<file path="src/rtl/core/srs_pkg.sv">
// shared types and constants of the substring replace stream block
// command beat passed from the window front to the output sequencer
// depends on nothing
`default_nettype none

package srs_pkg;

	localparam int BYTE_W      = 8;
	localparam int MAX_PATTERN = 8;
	localparam int MAX_REPLACE = 8;
	localparam int CFG_W       = 64;
	localparam int LEN_W       = 4;
	// a command carries either a window image or the replacement
	localparam int CMD_BYTES   = (MAX_PATTERN > MAX_REPLACE) ? MAX_PATTERN : MAX_REPLACE;
	localparam int IDX_W       = $clog2(CMD_BYTES);
	localparam int CNT_W       = $clog2(CMD_BYTES + 1);
	localparam int QDEPTH      = 2;
	localparam int QPTR_W      = $clog2(QDEPTH);
	localparam int QCNT_W      = $clog2(QDEPTH + 1);

	typedef enum logic [1:0] {
		REG_PATTERN_BYTES      = 2'd0,
		REG_PATTERN_LENGTH     = 2'd1,
		REG_REPLACEMENT_BYTES  = 2'd2,
		REG_REPLACEMENT_LENGTH = 2'd3
	} reg_index_t;

	// count zero with last set means one empty end-of-text result
	typedef struct packed {
		logic [CMD_BYTES*BYTE_W-1:0] data;
		logic [CNT_W-1:0]            count;
		logic                        last;
	} cmd_t;

endpackage

`default_nettype wire

</file>
<file path="src/rtl/core/srs_front.sv">
// front of the replace block: configuration registers, sliding window,
// pattern compare, and one command beat per input byte that emits anything
// depends on srs_pkg
`default_nettype none

module srs_front (
	input  wire                         clk,
	input  wire                         arst_n,
	input  wire                         cfg_we,
	input  wire [1:0]                   cfg_index,
	input  wire [srs_pkg::CFG_W-1:0]    cfg_data,
	input  wire                         accept,
	input  wire [srs_pkg::BYTE_W-1:0]   data_byte,
	input  wire                         end_of_text,
	output logic                        cmd_valid,
	output srs_pkg::cmd_t               cmd
);
	import srs_pkg::*;

	logic [MAX_PATTERN*BYTE_W-1:0] pat_bytes_q;
	logic [LEN_W-1:0]              pat_len_q;
	logic [MAX_REPLACE*BYTE_W-1:0] rep_bytes_q;
	logic [LEN_W-1:0]              rep_len_q;
	logic [BYTE_W-1:0]             win_q [MAX_PATTERN];
	logic [LEN_W-1:0]              fill_q;

	logic [LEN_W-1:0]  plen, rlen, fill_eff, fill_new, fill_nxt;
	logic [BYTE_W-1:0] win_new [MAX_PATTERN];
	logic [BYTE_W-1:0] win_nxt [MAX_PATTERN];
	logic              full_now, match;

	always_comb begin
		plen = (pat_len_q > LEN_W'(MAX_PATTERN)) ? LEN_W'(MAX_PATTERN) : pat_len_q;
		rlen = (rep_len_q > LEN_W'(MAX_REPLACE)) ? LEN_W'(MAX_REPLACE) : rep_len_q;
		fill_eff = (fill_q >= plen) ? '0 : fill_q;
		fill_new = fill_eff + LEN_W'(1);
		full_now = (fill_new == plen);
		match = 1'b1;
		for (int i = 0; i < MAX_PATTERN; i++) begin
			win_new[i] = (LEN_W'(i) == fill_eff) ? data_byte : win_q[i];
			if (LEN_W'(i) < plen && win_new[i] != pat_bytes_q[i*BYTE_W +: BYTE_W])
				match = 1'b0;
		end

		cmd.data  = '0;
		cmd.count = '0;
		cmd.last  = end_of_text;
		fill_nxt  = fill_new;
		for (int i = 0; i < MAX_PATTERN; i++)
			win_nxt[i] = win_new[i];

		if (plen == '0) begin
			// pass through
			cmd.data[BYTE_W-1:0] = data_byte;
			cmd.count = CNT_W'(1);
			fill_nxt  = '0;
		end else if (full_now && match) begin
			cmd.data[MAX_REPLACE*BYTE_W-1:0] = rep_bytes_q;
			cmd.count = CNT_W'(rlen);
			fill_nxt  = '0;
		end else begin
			// window image: a miss sends its oldest byte, the end mark flushes all
			for (int i = 0; i < MAX_PATTERN; i++)
				cmd.data[i*BYTE_W +: BYTE_W] = win_new[i];
			if (full_now) begin
				cmd.count = end_of_text ? CNT_W'(plen) : CNT_W'(1);
				fill_nxt  = plen - LEN_W'(1);
				for (int i = 0; i < MAX_PATTERN - 1; i++)
					win_nxt[i] = win_new[i+1];
			end else begin
				cmd.count = end_of_text ? CNT_W'(fill_new) : '0;
			end
		end
		if (end_of_text)
			fill_nxt = '0;
		cmd_valid = accept && (end_of_text || cmd.count != '0);
	end

	always_ff @(posedge clk or negedge arst_n) begin
		if (!arst_n) begin
			pat_len_q <= '0;
			rep_len_q <= '0;
			fill_q    <= '0;
		end else begin
			if (accept)
				fill_q <= fill_nxt;
			if (cfg_we) begin
				case (reg_index_t'(cfg_index))
					REG_PATTERN_LENGTH: begin
						pat_len_q <= cfg_data[LEN_W-1:0];
						fill_q    <= '0;
					end
					REG_REPLACEMENT_LENGTH: rep_len_q <= cfg_data[LEN_W-1:0];
					default: ;
				endcase
			end
		end
	end

	// byte registers reset to zero like the configuration space
	always_ff @(posedge clk or negedge arst_n) begin
		if (!arst_n) begin
			pat_bytes_q <= '0;
			rep_bytes_q <= '0;
		end else if (cfg_we) begin
			case (reg_index_t'(cfg_index))
				REG_PATTERN_BYTES:     pat_bytes_q <= cfg_data[MAX_PATTERN*BYTE_W-1:0];
				REG_REPLACEMENT_BYTES: rep_bytes_q <= cfg_data[MAX_REPLACE*BYTE_W-1:0];
				default: ;
			endcase
		end
	end

	// window contents are only read below the fill mark
	always_ff @(posedge clk) begin
		if (accept) begin
			for (int i = 0; i < MAX_PATTERN; i++)
				win_q[i] <= win_nxt[i];
		end
	end

	a_fill_bound: assert property (@(posedge clk) disable iff (!arst_n)
		(fill_q == '0) || (fill_q < plen))
		else $error("window fill reached pattern length");

endmodule

`default_nettype wire

</file>
<file path="src/rtl/core/srs_cmd_queue.sv">
// two-entry command queue between the window front and the sequencer
// depends on srs_pkg
`default_nettype none

module srs_cmd_queue (
	input  wire            clk,
	input  wire            arst_n,
	input  wire            wr_en,
	input  srs_pkg::cmd_t  wr_cmd,
	input  wire            rd_en,
	output srs_pkg::cmd_t  rd_cmd,
	output logic           full,
	output logic           q_empty
);
	import srs_pkg::*;

	cmd_t              mem_q [QDEPTH];
	logic [QPTR_W-1:0] wr_ptr_q, rd_ptr_q;
	logic [QCNT_W-1:0] cnt_q;

	assign full    = (cnt_q == QCNT_W'(QDEPTH));
	assign q_empty = (cnt_q == '0);
	assign rd_cmd  = mem_q[rd_ptr_q];

	always_ff @(posedge clk or negedge arst_n) begin
		if (!arst_n) begin
			wr_ptr_q <= '0;
			rd_ptr_q <= '0;
			cnt_q    <= '0;
		end else begin
			if (wr_en)
				wr_ptr_q <= (wr_ptr_q == QPTR_W'(QDEPTH - 1)) ? '0 : wr_ptr_q + QPTR_W'(1);
			if (rd_en)
				rd_ptr_q <= (rd_ptr_q == QPTR_W'(QDEPTH - 1)) ? '0 : rd_ptr_q + QPTR_W'(1);
			case ({wr_en, rd_en})
				2'b10:   cnt_q <= cnt_q + QCNT_W'(1);
				2'b01:   cnt_q <= cnt_q - QCNT_W'(1);
				default: ;
			endcase
		end
	end

	always_ff @(posedge clk) begin
		if (wr_en)
			mem_q[wr_ptr_q] <= wr_cmd;
	end

	a_no_overflow: assert property (@(posedge clk) disable iff (!arst_n)
		full |-> !(wr_en && !rd_en))
		else $error("command queue written while full");
	a_no_underflow: assert property (@(posedge clk) disable iff (!arst_n)
		q_empty |-> !rd_en)
		else $error("command queue read while empty");

endmodule

`default_nettype wire

</file>
<file path="src/rtl/core/srs_back.sv">
// output sequencer: walks the bytes of the head command, one result beat
// per cycle while the output register is free or popped, into a single output register
// depends on srs_pkg
`default_nettype none

module srs_back (
	input  wire                        clk,
	input  wire                        arst_n,
	input  wire                        head_valid,
	input  srs_pkg::cmd_t              head,
	output logic                       head_done,
	input  wire                        pop,
	output logic                       empty,
	output logic [srs_pkg::BYTE_W-1:0] out_byte,
	output logic                       no_data,
	output logic                       last_of_text
);
	import srs_pkg::*;

	logic [IDX_W-1:0]  idx_q;
	logic              out_valid_q;
	logic              load, final_beat;

	assign load       = head_valid && (!out_valid_q || pop);
	assign final_beat = (head.count == '0) ||
	                    ({1'b0, idx_q} == head.count - CNT_W'(1));
	assign head_done  = load && final_beat;
	assign empty      = !out_valid_q;

	always_ff @(posedge clk or negedge arst_n) begin
		if (!arst_n) begin
			idx_q       <= '0;
			out_valid_q <= 1'b0;
		end else begin
			if (load)
				out_valid_q <= 1'b1;
			else if (pop)
				out_valid_q <= 1'b0;
			if (load)
				idx_q <= final_beat ? '0 : idx_q + IDX_W'(1);
		end
	end

	always_ff @(posedge clk) begin
		if (load) begin
			out_byte     <= (head.count == '0) ? '0 : head.data[idx_q*BYTE_W +: BYTE_W];
			no_data      <= (head.count == '0);
			last_of_text <= final_beat && head.last;
		end
	end

	a_idx_in_range: assert property (@(posedge clk) disable iff (!arst_n)
		(head_valid && head.count != '0) |-> ({1'b0, idx_q} < head.count))
		else $error("sequencer index past command length");
	a_idx_idle_zero: assert property (@(posedge clk) disable iff (!arst_n)
		!head_valid |-> (idx_q == '0))
		else $error("sequencer index left mid-command");

endmodule

`default_nettype wire

</file>
<file path="src/rtl/core/substring_replace_stream.sv">
// top level of the streaming find-and-replace-all block
// front window/compare, command queue and output sequencer
// depends on srs_pkg, srs_front, srs_cmd_queue, srs_back
//
//  channel   handshake          payload
//  -------   ---------          -------
//  input     push / full        data_byte, end_of_text
//  result    empty / pop        out_byte, no_data, last_of_text
//  config    cfg_we             cfg_index, cfg_data (no read-back)
//
// an input beat is taken every cycle while the two-entry command queue has room
// a byte that emits k results (k up to 8) holds the output sequencer until all k
// of its result beats have been loaded into the output register
// a byte's first result passes the command queue, then the output register
// reset clears fill count, queue and output valid; window bytes need no clearing
// full rises only when the queue holds two commands; pop stalls the back side
`default_nettype none

module substring_replace_stream (
	input  wire                         clk,
	input  wire                         arst_n,
	// configuration
	input  wire                         cfg_we,
	input  wire [1:0]                   cfg_index,
	input  wire [srs_pkg::CFG_W-1:0]    cfg_data,
	// input beats
	input  wire                         push,
	output logic                        full,
	input  wire [srs_pkg::BYTE_W-1:0]   data_byte,
	input  wire                         end_of_text,
	// result beats
	output logic                        empty,
	input  wire                         pop,
	output logic [srs_pkg::BYTE_W-1:0]  out_byte,
	output logic                        no_data,
	output logic                        last_of_text
);
	import srs_pkg::*;

	logic accept;
	logic cmd_valid;
	cmd_t cmd;
	cmd_t head;
	logic q_empty;
	logic head_done;

	// a pushed beat is taken whenever the queue is not full
	assign accept = push && !full;

	// window, compare and classification of each input beat
	srs_front u_front (
		.clk         (clk),
		.arst_n      (arst_n),
		.cfg_we      (cfg_we),
		.cfg_index   (cfg_index),
		.cfg_data    (cfg_data),
		.accept      (accept),
		.data_byte   (data_byte),
		.end_of_text (end_of_text),
		.cmd_valid   (cmd_valid),
		.cmd         (cmd)
	);

	// decouples the front from result back-pressure
	srs_cmd_queue u_queue (
		.clk     (clk),
		.arst_n  (arst_n),
		.wr_en   (cmd_valid),
		.wr_cmd  (cmd),
		.rd_en   (head_done),
		.rd_cmd  (head),
		.full    (full),
		.q_empty (q_empty)
	);

	// expands each command into result beats
	srs_back u_back (
		.clk          (clk),
		.arst_n       (arst_n),
		.head_valid   (!q_empty),
		.head         (head),
		.head_done    (head_done),
		.pop          (pop),
		.empty        (empty),
		.out_byte     (out_byte),
		.no_data      (no_data),
		.last_of_text (last_of_text)
	);

	// a stalled full queue must never see the front enqueue
	a_full_blocks: assert property (@(posedge clk) disable iff (!arst_n)
		full |-> !cmd_valid)
		else $error("command produced while queue full");

endmodule

`default_nettype wire

</file>
<file path="config.mk">
export PLATFORM = sky130hd
export DESIGN_NAME = substring_replace_stream
export DESIGN_NICKNAME = d
export VERILOG_FILES = /design/src/rtl/core/srs_pkg.sv /design/src/rtl/core/srs_front.sv /design/src/rtl/core/srs_cmd_queue.sv /design/src/rtl/core/srs_back.sv /design/src/rtl/core/substring_replace_stream.sv
export SDC_FILE = /design/constraint.sdc
export NUM_CORES = 1
export LEC_CHECK = 0
export ABC_AREA = 1
export ABC_CLOCK_PERIOD_IN_PS = 6600
export BUFFER_PORTS_ARGS = -buffer_cell sky130_fd_sc_hd__buf_2
export CELL_PAD_IN_SITES_DETAIL_PLACEMENT = 2
export CELL_PAD_IN_SITES_GLOBAL_PLACEMENT = 2
export CORE_UTILIZATION = 35
export DETAILED_ROUTE_END_ITERATION = 16
export GPL_TIMING_DRIVEN = 0
export MAX_ROUTING_LAYER = met4
export PLACE_DENSITY = 0.74
export SLEW_MARGIN = 20
export SYNTH_ARGS = -nofsm -noshare
export SYNTH_HDL_FRONTEND = slang
export SYNTH_SLANG_ARGS = --single-unit
</file>
<file path="constraint.sdc">
create_clock -name clk -period 6.6 [get_ports clk]
set_input_delay 1.32 -clock clk [delete_from_list [all_inputs] [get_ports clk]]
set_output_delay 1.32 -clock clk [all_outputs]
set_load 0.1 [all_outputs]
</file>
==> summary.md, run 1 <==
| Metric | Value |
|---|---|
| Status | finished clean |
| Final hold vios | 0 |
| Final setup violation count | 0 |
| Worst flop-to-flop path startpoint | u_front.pat_len_q[0] |
| Drt pass-1 iters | 5 |
| Post-Synthesis Cell Area | ~18000 sq um |
| Layout cell share with drive strength beyond 1 | between 10% and 20% |
| Vias | about 16000 |
| Seq/Total Area, Yosys | a little under three fifths |
| Avg WL per Cell | approximately 26 microns |
| Distinct cells, synth | 41 |
| I/O pins | 92 |
| Setup crit end kind | register |
| R2r endpoint | u_queue.mem_q[1][36] |
| CTS buffer count | 43 |
| Synthesis-to-finish area growth | 16.4% |
| Synth warn | 0 |
| Max_cap viols | 0 |
| Final Skew | between 20 and 25 ps |
| Worst min-delay path class | register to register |
| Syn nets | around 2100 |
| Async set or reset register ratio after synthesis | 41.1% |
| Actual slew at the worst max-slew pin | between 1000 and 1500 ps |
| Clk sink count | 360 |
| Row count | slightly above 80 |
| Post-route DRC | 0 |
| Final wirelength | between 70000 and 80000 microns |
| Root Buffer | clkbuf_16 |
| Clock latency reported for the late side of the worst-skew pair | between 500 and 600 ps |
| Final period utilization | between 90% and 100% |
| Slowest cell on the critical path | nor2_1 |
| Largest net degree at the start of global routing | 87 |
| Finished Layout Cells | 2900 |
| Area of the core | roughly 50000 sq um |
| CP Class | register to register |
| CTS tree | built |
| Worst vdd ir | roughly 0.19 mV |
| Slew Limit Fails | 0 |
| Placed cells | approximately 2800 |
| GRT Total Usage | about 30% |
| CP startpoint | u_front.pat_len_q[0] |
| DP HPWL | 55900 microns |
| Initial drt markers | 1215 |
| Max Fanout on Critical Path | 23 |
| Final min period | 6250 ps |
| Area of the multi-input gates | around 6500 sq um |
| Fmax achieved | ~160 MHz |
| Post-synth EDFFs | 212 |
| Die Y | between 200 and 250 microns |
| Initial antenna violation count | 5 |
| Max H-tree Level | 2 |
| Pwr dens | approximately 520 nW/um^2 |
| Register area | around 10000 sq um |
| WP data arrival | between 6000 and 7000 ps |
| Antenna Violating Nets Remaining | 0 |
| Gr ovfl total | 0 |
| Crit-path max cell delay | about 600 ps |
| Syn Area/Cell | approximately 8.7 sq um |
| Top FF cell, synth | edfxtp_1 |
| Die Footprint | slightly above 50000 sq um |
| CTS max path bufs | 3 |
| Filler cell count | about 5600 |
| WHS | 483 ps |
| Synth Instances | just over 2000 |
| Critical Path End | u_queue.mem_q[1][36] |
| Slew margin rel. | about 30% |
| Vias per inst | ~5.5 |
| Post-CTS Hold Buffers | 0 |
| Reg2Reg Setup Slack | between 300 and 400 ps |
| Reg clk slew, reported paths | around 60 ps |
| FF+latch count, synth | 360 |
| First-pass GRT wire length | 111000 microns |
| GP Congestion | approximately 0.90 |
| Die Width | 228 microns |
| Initial core utilization | a little over a third |
| Pleak | 0.00921 uW |
| Port bufs | 87 |
| Final net count | approximately 2300 |
| CP Launch Type | register |
| Critical Path RT | a little under 7000 ps |
| Vias in the first global route | around 17000 |
| Reg2Reg Depth | 33 |
==> through the flow <==
step	cell area, sq um	utilization (%)	total power, uW	worst slack (ps)	TNS, ps
after floorplan	17900	-	6460	84.6	0
after global placement	19200	38.1	8030	-3310	-478900
after detailed placement	19400	38.6	8350	-176	-3320
after CTS	20800	41.4	10800	271	0
after global routing	20800	41.4	11300	-42.2	-683
final	20800	41.4	10800	347	0
==> metal layers <==
layer	part of all wire, %	global-route usage, %	vias to the layer above
met5	0	-	-
met4	3.4	9.44	0
met3	4.3	3.11	133
met2	48	49.0	413
met1	44	38.1	8216
li1	-	-	7163
==> how the worst min path moves through the flow <==
stage,to,startpoint,slack [ps],cells after the start
CTS,u_front.rep_bytes_q[47],u_front.rep_bytes_q[47],490,2
finish,u_front.rep_bytes_q[21],u_front.rep_bytes_q[21],480,2
global route,u_queue.wr_ptr_q,u_queue.wr_ptr_q,510,2
global placement,u_queue.wr_ptr_q,u_queue.wr_ptr_q,450,2
floorplan,u_queue.wr_ptr_q,u_queue.wr_ptr_q,440,2
detailed placement,u_front.rep_bytes_q[21],u_front.rep_bytes_q[21],470,2
==> state kept, by name (all words and copies together), names as in the netlist <==
register / flops
u_queue.mem_q: 138
u_back.no_data: 1
u_front.pat_len_q: 4
u_back.out_valid_q: 1
u_queue.rd_ptr_q: 1
u_queue.cnt_q: 2
u_front.rep_bytes_q: 64
u_queue.wr_ptr_q: 1
u_back.idx_q: 3
u_back.out_byte: 8
u_back.last_of_text: 1
u_front.pat_bytes_q: 64
u_front.rep_len_q: 4
u_front.fill_q: 4
u_front.win_q: 64
==> area by class of cell <==
type | instances | share of cell area [%]
sequential | 360 | 48.4
antenna | 2 | 0.0241
timing repair buffer | 96 | 3.20
inverter | 232 | 4.20
tap | 672 | 4.04
clock buffer | 67 | 6.14
clock inverter | 11 | 0.505
multi-input combinational | 1350 | 31.1
buffer | 110 | 2.39
==> power by group <==
part           total, uW  internal (uW)  switching, uW
Combinational       4730           1190           3540
Clock               2370           1370            996
Sequential          3700           3400            304
Total              10800           5960           4840
==> Yosys cell counts (21+ instances only) <==
| library cell | count | area share [%] |
|---|---|---|
| nor2_1 | 128 | 2.7 |
| clkbuf_1 | 77 | 1.6 |
| edfxtp_1 | 212 | 36 |
| buf_2 | 21 | 0.59 |
| dfrtp_1 | 148 | 21 |
| o21ai_1 | 46 | 1.3 |
| nand3_1 | 149 | 4.2 |
| a21oi_1 | 57 | 1.6 |
| inv_1 | 225 | 4.7 |
| a31oi_1 | 21 | 0.73 |
| nand2_1 | 523 | 11 |
| o21ai_0 | 300 | 8.4 |
| o221ai_1 | 26 | 1.3 |
==> cell usage in the layout (no fill, tap or decap), types with 5 or more instances in the layout <==
| cell type | count |
|---|---|
| a21oi_1 | 56 |
| o21ai_0 | 300 |
| o22ai_1 | 9 |
| a31oi_1 | 21 |
| inv_2 | 5 |
| buf_4 | 7 |
| nor2_1 | 125 |
| edfxtp_1 | 212 |
| nand2_2 | 11 |
| xor2_1 | 8 |
| dfrtp_1 | 148 |
| clkbuf_16 | 44 |
| o221ai_1 | 26 |
| nor2_4 | 5 |
| inv_1 | 224 |
| o21ai_1 | 46 |
| clkbuf_8 | 9 |
| nand2_1 | 523 |
| o21ai_2 | 5 |
| nand3_1 | 148 |
| nand3b_1 | 15 |
| ha_1 | 14 |
| clkinv_2 | 6 |
| buf_2 | 107 |
| clkbuf_1 | 87 |
| nand4_1 | 5 |
| o211ai_1 | 7 |
| buf_16 | 7 |
==> logic make-up after synthesis <==
kind of cell	synth area share (%)
and+or+nand+nor	19.8
AOI/OAI and AO/OA	14.5
DFF	56.3
buffers and inverters	7.62
adders and majority gates	0.980
xor gates and xnor gates	0.539
muxes	0.168
==> critical path: cells and delay by family, from the launching register on <==
kind,cells,cell delay [ps]
AO/OA/AOI/OAI,2,160
adder cells (fa/ha/maj),2,630
buffers and inverters,5,1020
flip-flops,1,410
AND/OR/NAND/NOR,24,3670
==> repair_timing <==
action	4_1_cts	5_1_grt
endpoints found under the setup margin	29	75
gates resized for setup	3	4
buffers inserted	1	0
endpoints found under the hold margin	0	0
pin swaps	1	0
Note: power is estimated with default switching activity, not from simulation.
==> inputs of run 2 (changes only) <==
--- a/config.mk
+++ b/config.mk
@@ -13,8 +13,8 @@
 export CORE_UTILIZATION = 35
 export DETAILED_ROUTE_END_ITERATION = 16
 export GPL_TIMING_DRIVEN = 0
-export MAX_ROUTING_LAYER = met4
 export PLACE_DENSITY = 0.74
+export RECOVER_POWER = 50
 export SLEW_MARGIN = 20
 export SYNTH_ARGS = -nofsm -noshare
 export SYNTH_HDL_FRONTEND = slang
==> run 2 against run 1 <==
The flow now finishes with violations (max-capacitance violations, max-slew violations); non-clock buffer count unchanged; final cell count about the same; critical path depth down 2; first-iteration DRC count down 6.4%; setup slack better by 110 ps; via count down 0.38%; worst hold slack worse by 2.8 ps; sequential cell count unchanged; combinational power down 1%; final area up 0.23%; core utilization up 0.095 points; total power up 1.5%.
==> summary.md, run 2 (same netlist as run 1, synthesis figures left out) <==
| Metric | Value |
|---|---|
| Vias in the first global route | roughly 17000 |
| Max reg flops | between 100 and 150 |
| Crit-path max cell delay | around 560 ps |
| Post-route DRC | 0 |
| Worst min-delay path class | register to register |
| Max_cap viols | 2 |
| Internal | 6110 uW |
| RSZ-0062 raised after global routing | no |
| Clk sink count | 360 |
| Initial core utilization | between 30% and 40% |
| Most frequent cells in the layout | 523 x nand2_1, 300 x o21ai_0, 224 x inv_1, 212 x edfxtp_1, 148 x dfrtp_1 |
| Root Buffer | clkbuf_16 |
| Synthesis-to-finish area growth | 16.6% |
| Final min period | between 6000 and 7000 ps |
| Final Skew | between 15 and 20 ps |
| Critical Path RT | between 6000 and 7000 ps |
| Commonest non-fill, non-tap cell in the layout | nand2_1 |
| CP most frequent cell | nand2_1 |
| GRT Total Usage | between 20% and 30% |
| Final period utilization | between 90 and 100% |
| Area of the core | between 50000 and 60000 sq um |
| Clock latency reported for the late side of the worst-skew pair | 590 ps |
| Die Footprint | 52000 sq um |
| CTS tree | built |
| Final setup violation count | 0 |
| GP Congestion | ~0.88 |
| Port bufs | between 80 and 90 |
| WHS | roughly 480 ps |
| Final hold vios | 0 |
| Biggest register | u_queue.mem_q |
| Avg WL per Cell | 25.6 microns |
| I/O pins | 92 |
| Post-layout total power | 11000 uW |
| Max Fanout on Critical Path | between 50 and 60 |
| Max H-tree Level | 2 |
| Gr ovfl total | 0 |
| Final setup margin | about 450 ps |
| Slowest cell on the critical path | nor2_1 |
| Final net count | about 2300 |
| Die Y | ~230 microns |
| Slew Limit Fails | 88 |
| Pre-CTS setup slack | ~88 ps |
| Actual slew at the worst max-slew pin | between 3000 and 4000 ps |
| Comb power frac | between 40% and 50% |
| Worst path top cell family by delay | simple AND/OR/NAND/NOR gates |
| Sw frac | between 40 and 50% |
| Net Switching | between 4000 and 5000 uW |
| Pwr dens | ~530 nW/um^2 |
| Reg clk slew, reported paths | around 60 ps |
| Pleak | 0.00919 uW |
| Worst vdd ir | 0.173 mV |
| Largest net degree at the start of global routing | between 80 and 90 |
| Setup crit end kind | register |
| Initial drt markers | between 1000 and 1500 |
| Clock power frac | 23.7% |
| Row count | between 80 and 90 |
| WP data arrival | 6400 ps |
| CP Class | register to register |
| Status | complete, but fails checks |
| DP HPWL | 55500 microns |
| CTS max path bufs | 3 |
| Slew margin rel. | -149% |
| CP bufs+invs | 5 |
| Seq pwr share | around 34% |
| First-pass GRT wire length | approximately 110000 microns |
| Failing checks | max-capacitance violations, max-slew violations |
| Drt pass-1 iters | 5 |
| CP Launch Type | register |
| Vias | between 15000 and 20000 |
| Initial antenna violation count | 4 |
| Die Width | between 200 and 250 microns |
| Post-CTS Hold Buffers | 0 |
| Vias per inst | 5.47 |
| Final wirelength | 74100 microns |
| CTS buffer count | 43 |
| Layout cell share with drive strength beyond 1 | between 10% and 20% |
| Fmax achieved | 163 MHz |
| Antenna Violating Nets Remaining | 0 |
==> run 2: cell count changes in the layout (fill, tap and decap cells not counted), sizes merged <==
| cell | previous run | this run |
|---|---|---|
| bufinv | 1 | 6 |
| clkbuf | 144 | 149 |
| buf | 129 | 111 |
| clkinvlp | 0 | 4 |
| clkinv | 12 | 15 |
==> run 2: area by class of cell <==
class	count	area [sq um]
sequential	360	10100
fill	5557	29400
tap	672	841
clock inverter	23	298
antenna	2	5.00
timing repair buffer	96	566
multi-input combinational	1350	6470
buffer	110	495
clock buffer	54	1230
inverter	232	873
==> run 2: timing repair <==
item,4_1_cts,5_1_grt
resized for setup,0,9
setup buffers,0,1
setup endpoints to repair,0,125
==> run 2: worst paths after layout <==
path	cells after the start	start	to	slack (ps)
max in group asynchronous	1	arst_n	u_front.rep_bytes_q[9]	2440
hold / removal	2	u_queue.wr_ptr_q	u_queue.wr_ptr_q	480
setup / recovery	31	u_front.pat_len_q[3]	u_queue.mem_q[0][28]	450
min in group asynchronous	1	arst_n	u_front.rep_bytes_q[34]	2010
hold reg to reg	2	u_queue.wr_ptr_q	u_queue.wr_ptr_q	480
setup reg to reg	31	u_front.pat_len_q[3]	u_queue.mem_q[0][28]	450
==> run 2: power by group through the flow <==
| stage | Combinational, uW | Clock [uW] | Sequential (uW) |
|---|---|---|---|
| after floorplan | 2600 | 0 | 3860 |
| final | 4660 | 2600 | 3700 |
| after global placement | 4300 | 0 | 3730 |
| after detailed placement | 4600 | 0 | 3730 |
| after CTS | 4650 | 2630 | 3700 |
| after global routing | 5020 | 2700 | 3760 |
==> run 2: worst reg2reg max path: cells and delay by family (launching register included) <==
kind	cells	cell delay (ps)
adder cells (fa/ha/maj)	2	630
buffers and inverters	5	1170
AND/OR/NAND/NOR	22	3390
flip-flops	1	440
AO/OA/AOI/OAI	2	140
==> run 2: per-stage QoR <==
stage	cell area (sq um)	util, %	setup TNS, ps	cells
after global placement	19200	38.1	-483180	2811
after global routing	20800	41.5	0	2897
after CTS	20900	41.6	0	2896
after floorplan	17900	-	0	2052
after detailed placement	19400	38.6	0	2819
final	20900	41.5	0	2899
==> run 2: layer usage <==
metal / global-route usage (%) / share of wire (%) / wire length (microns) / up-vias
li1: - / - / - / 7169
met1: 37.8 / 44 / 32600 / 8211
met2: 49.1 / 49 / 36000 / 384
met3: 3.60 / 4.5 / 3350 / 100
met4: 8.70 / 2.9 / 2140 / 0
met5: 0 / 0 / 0 / -
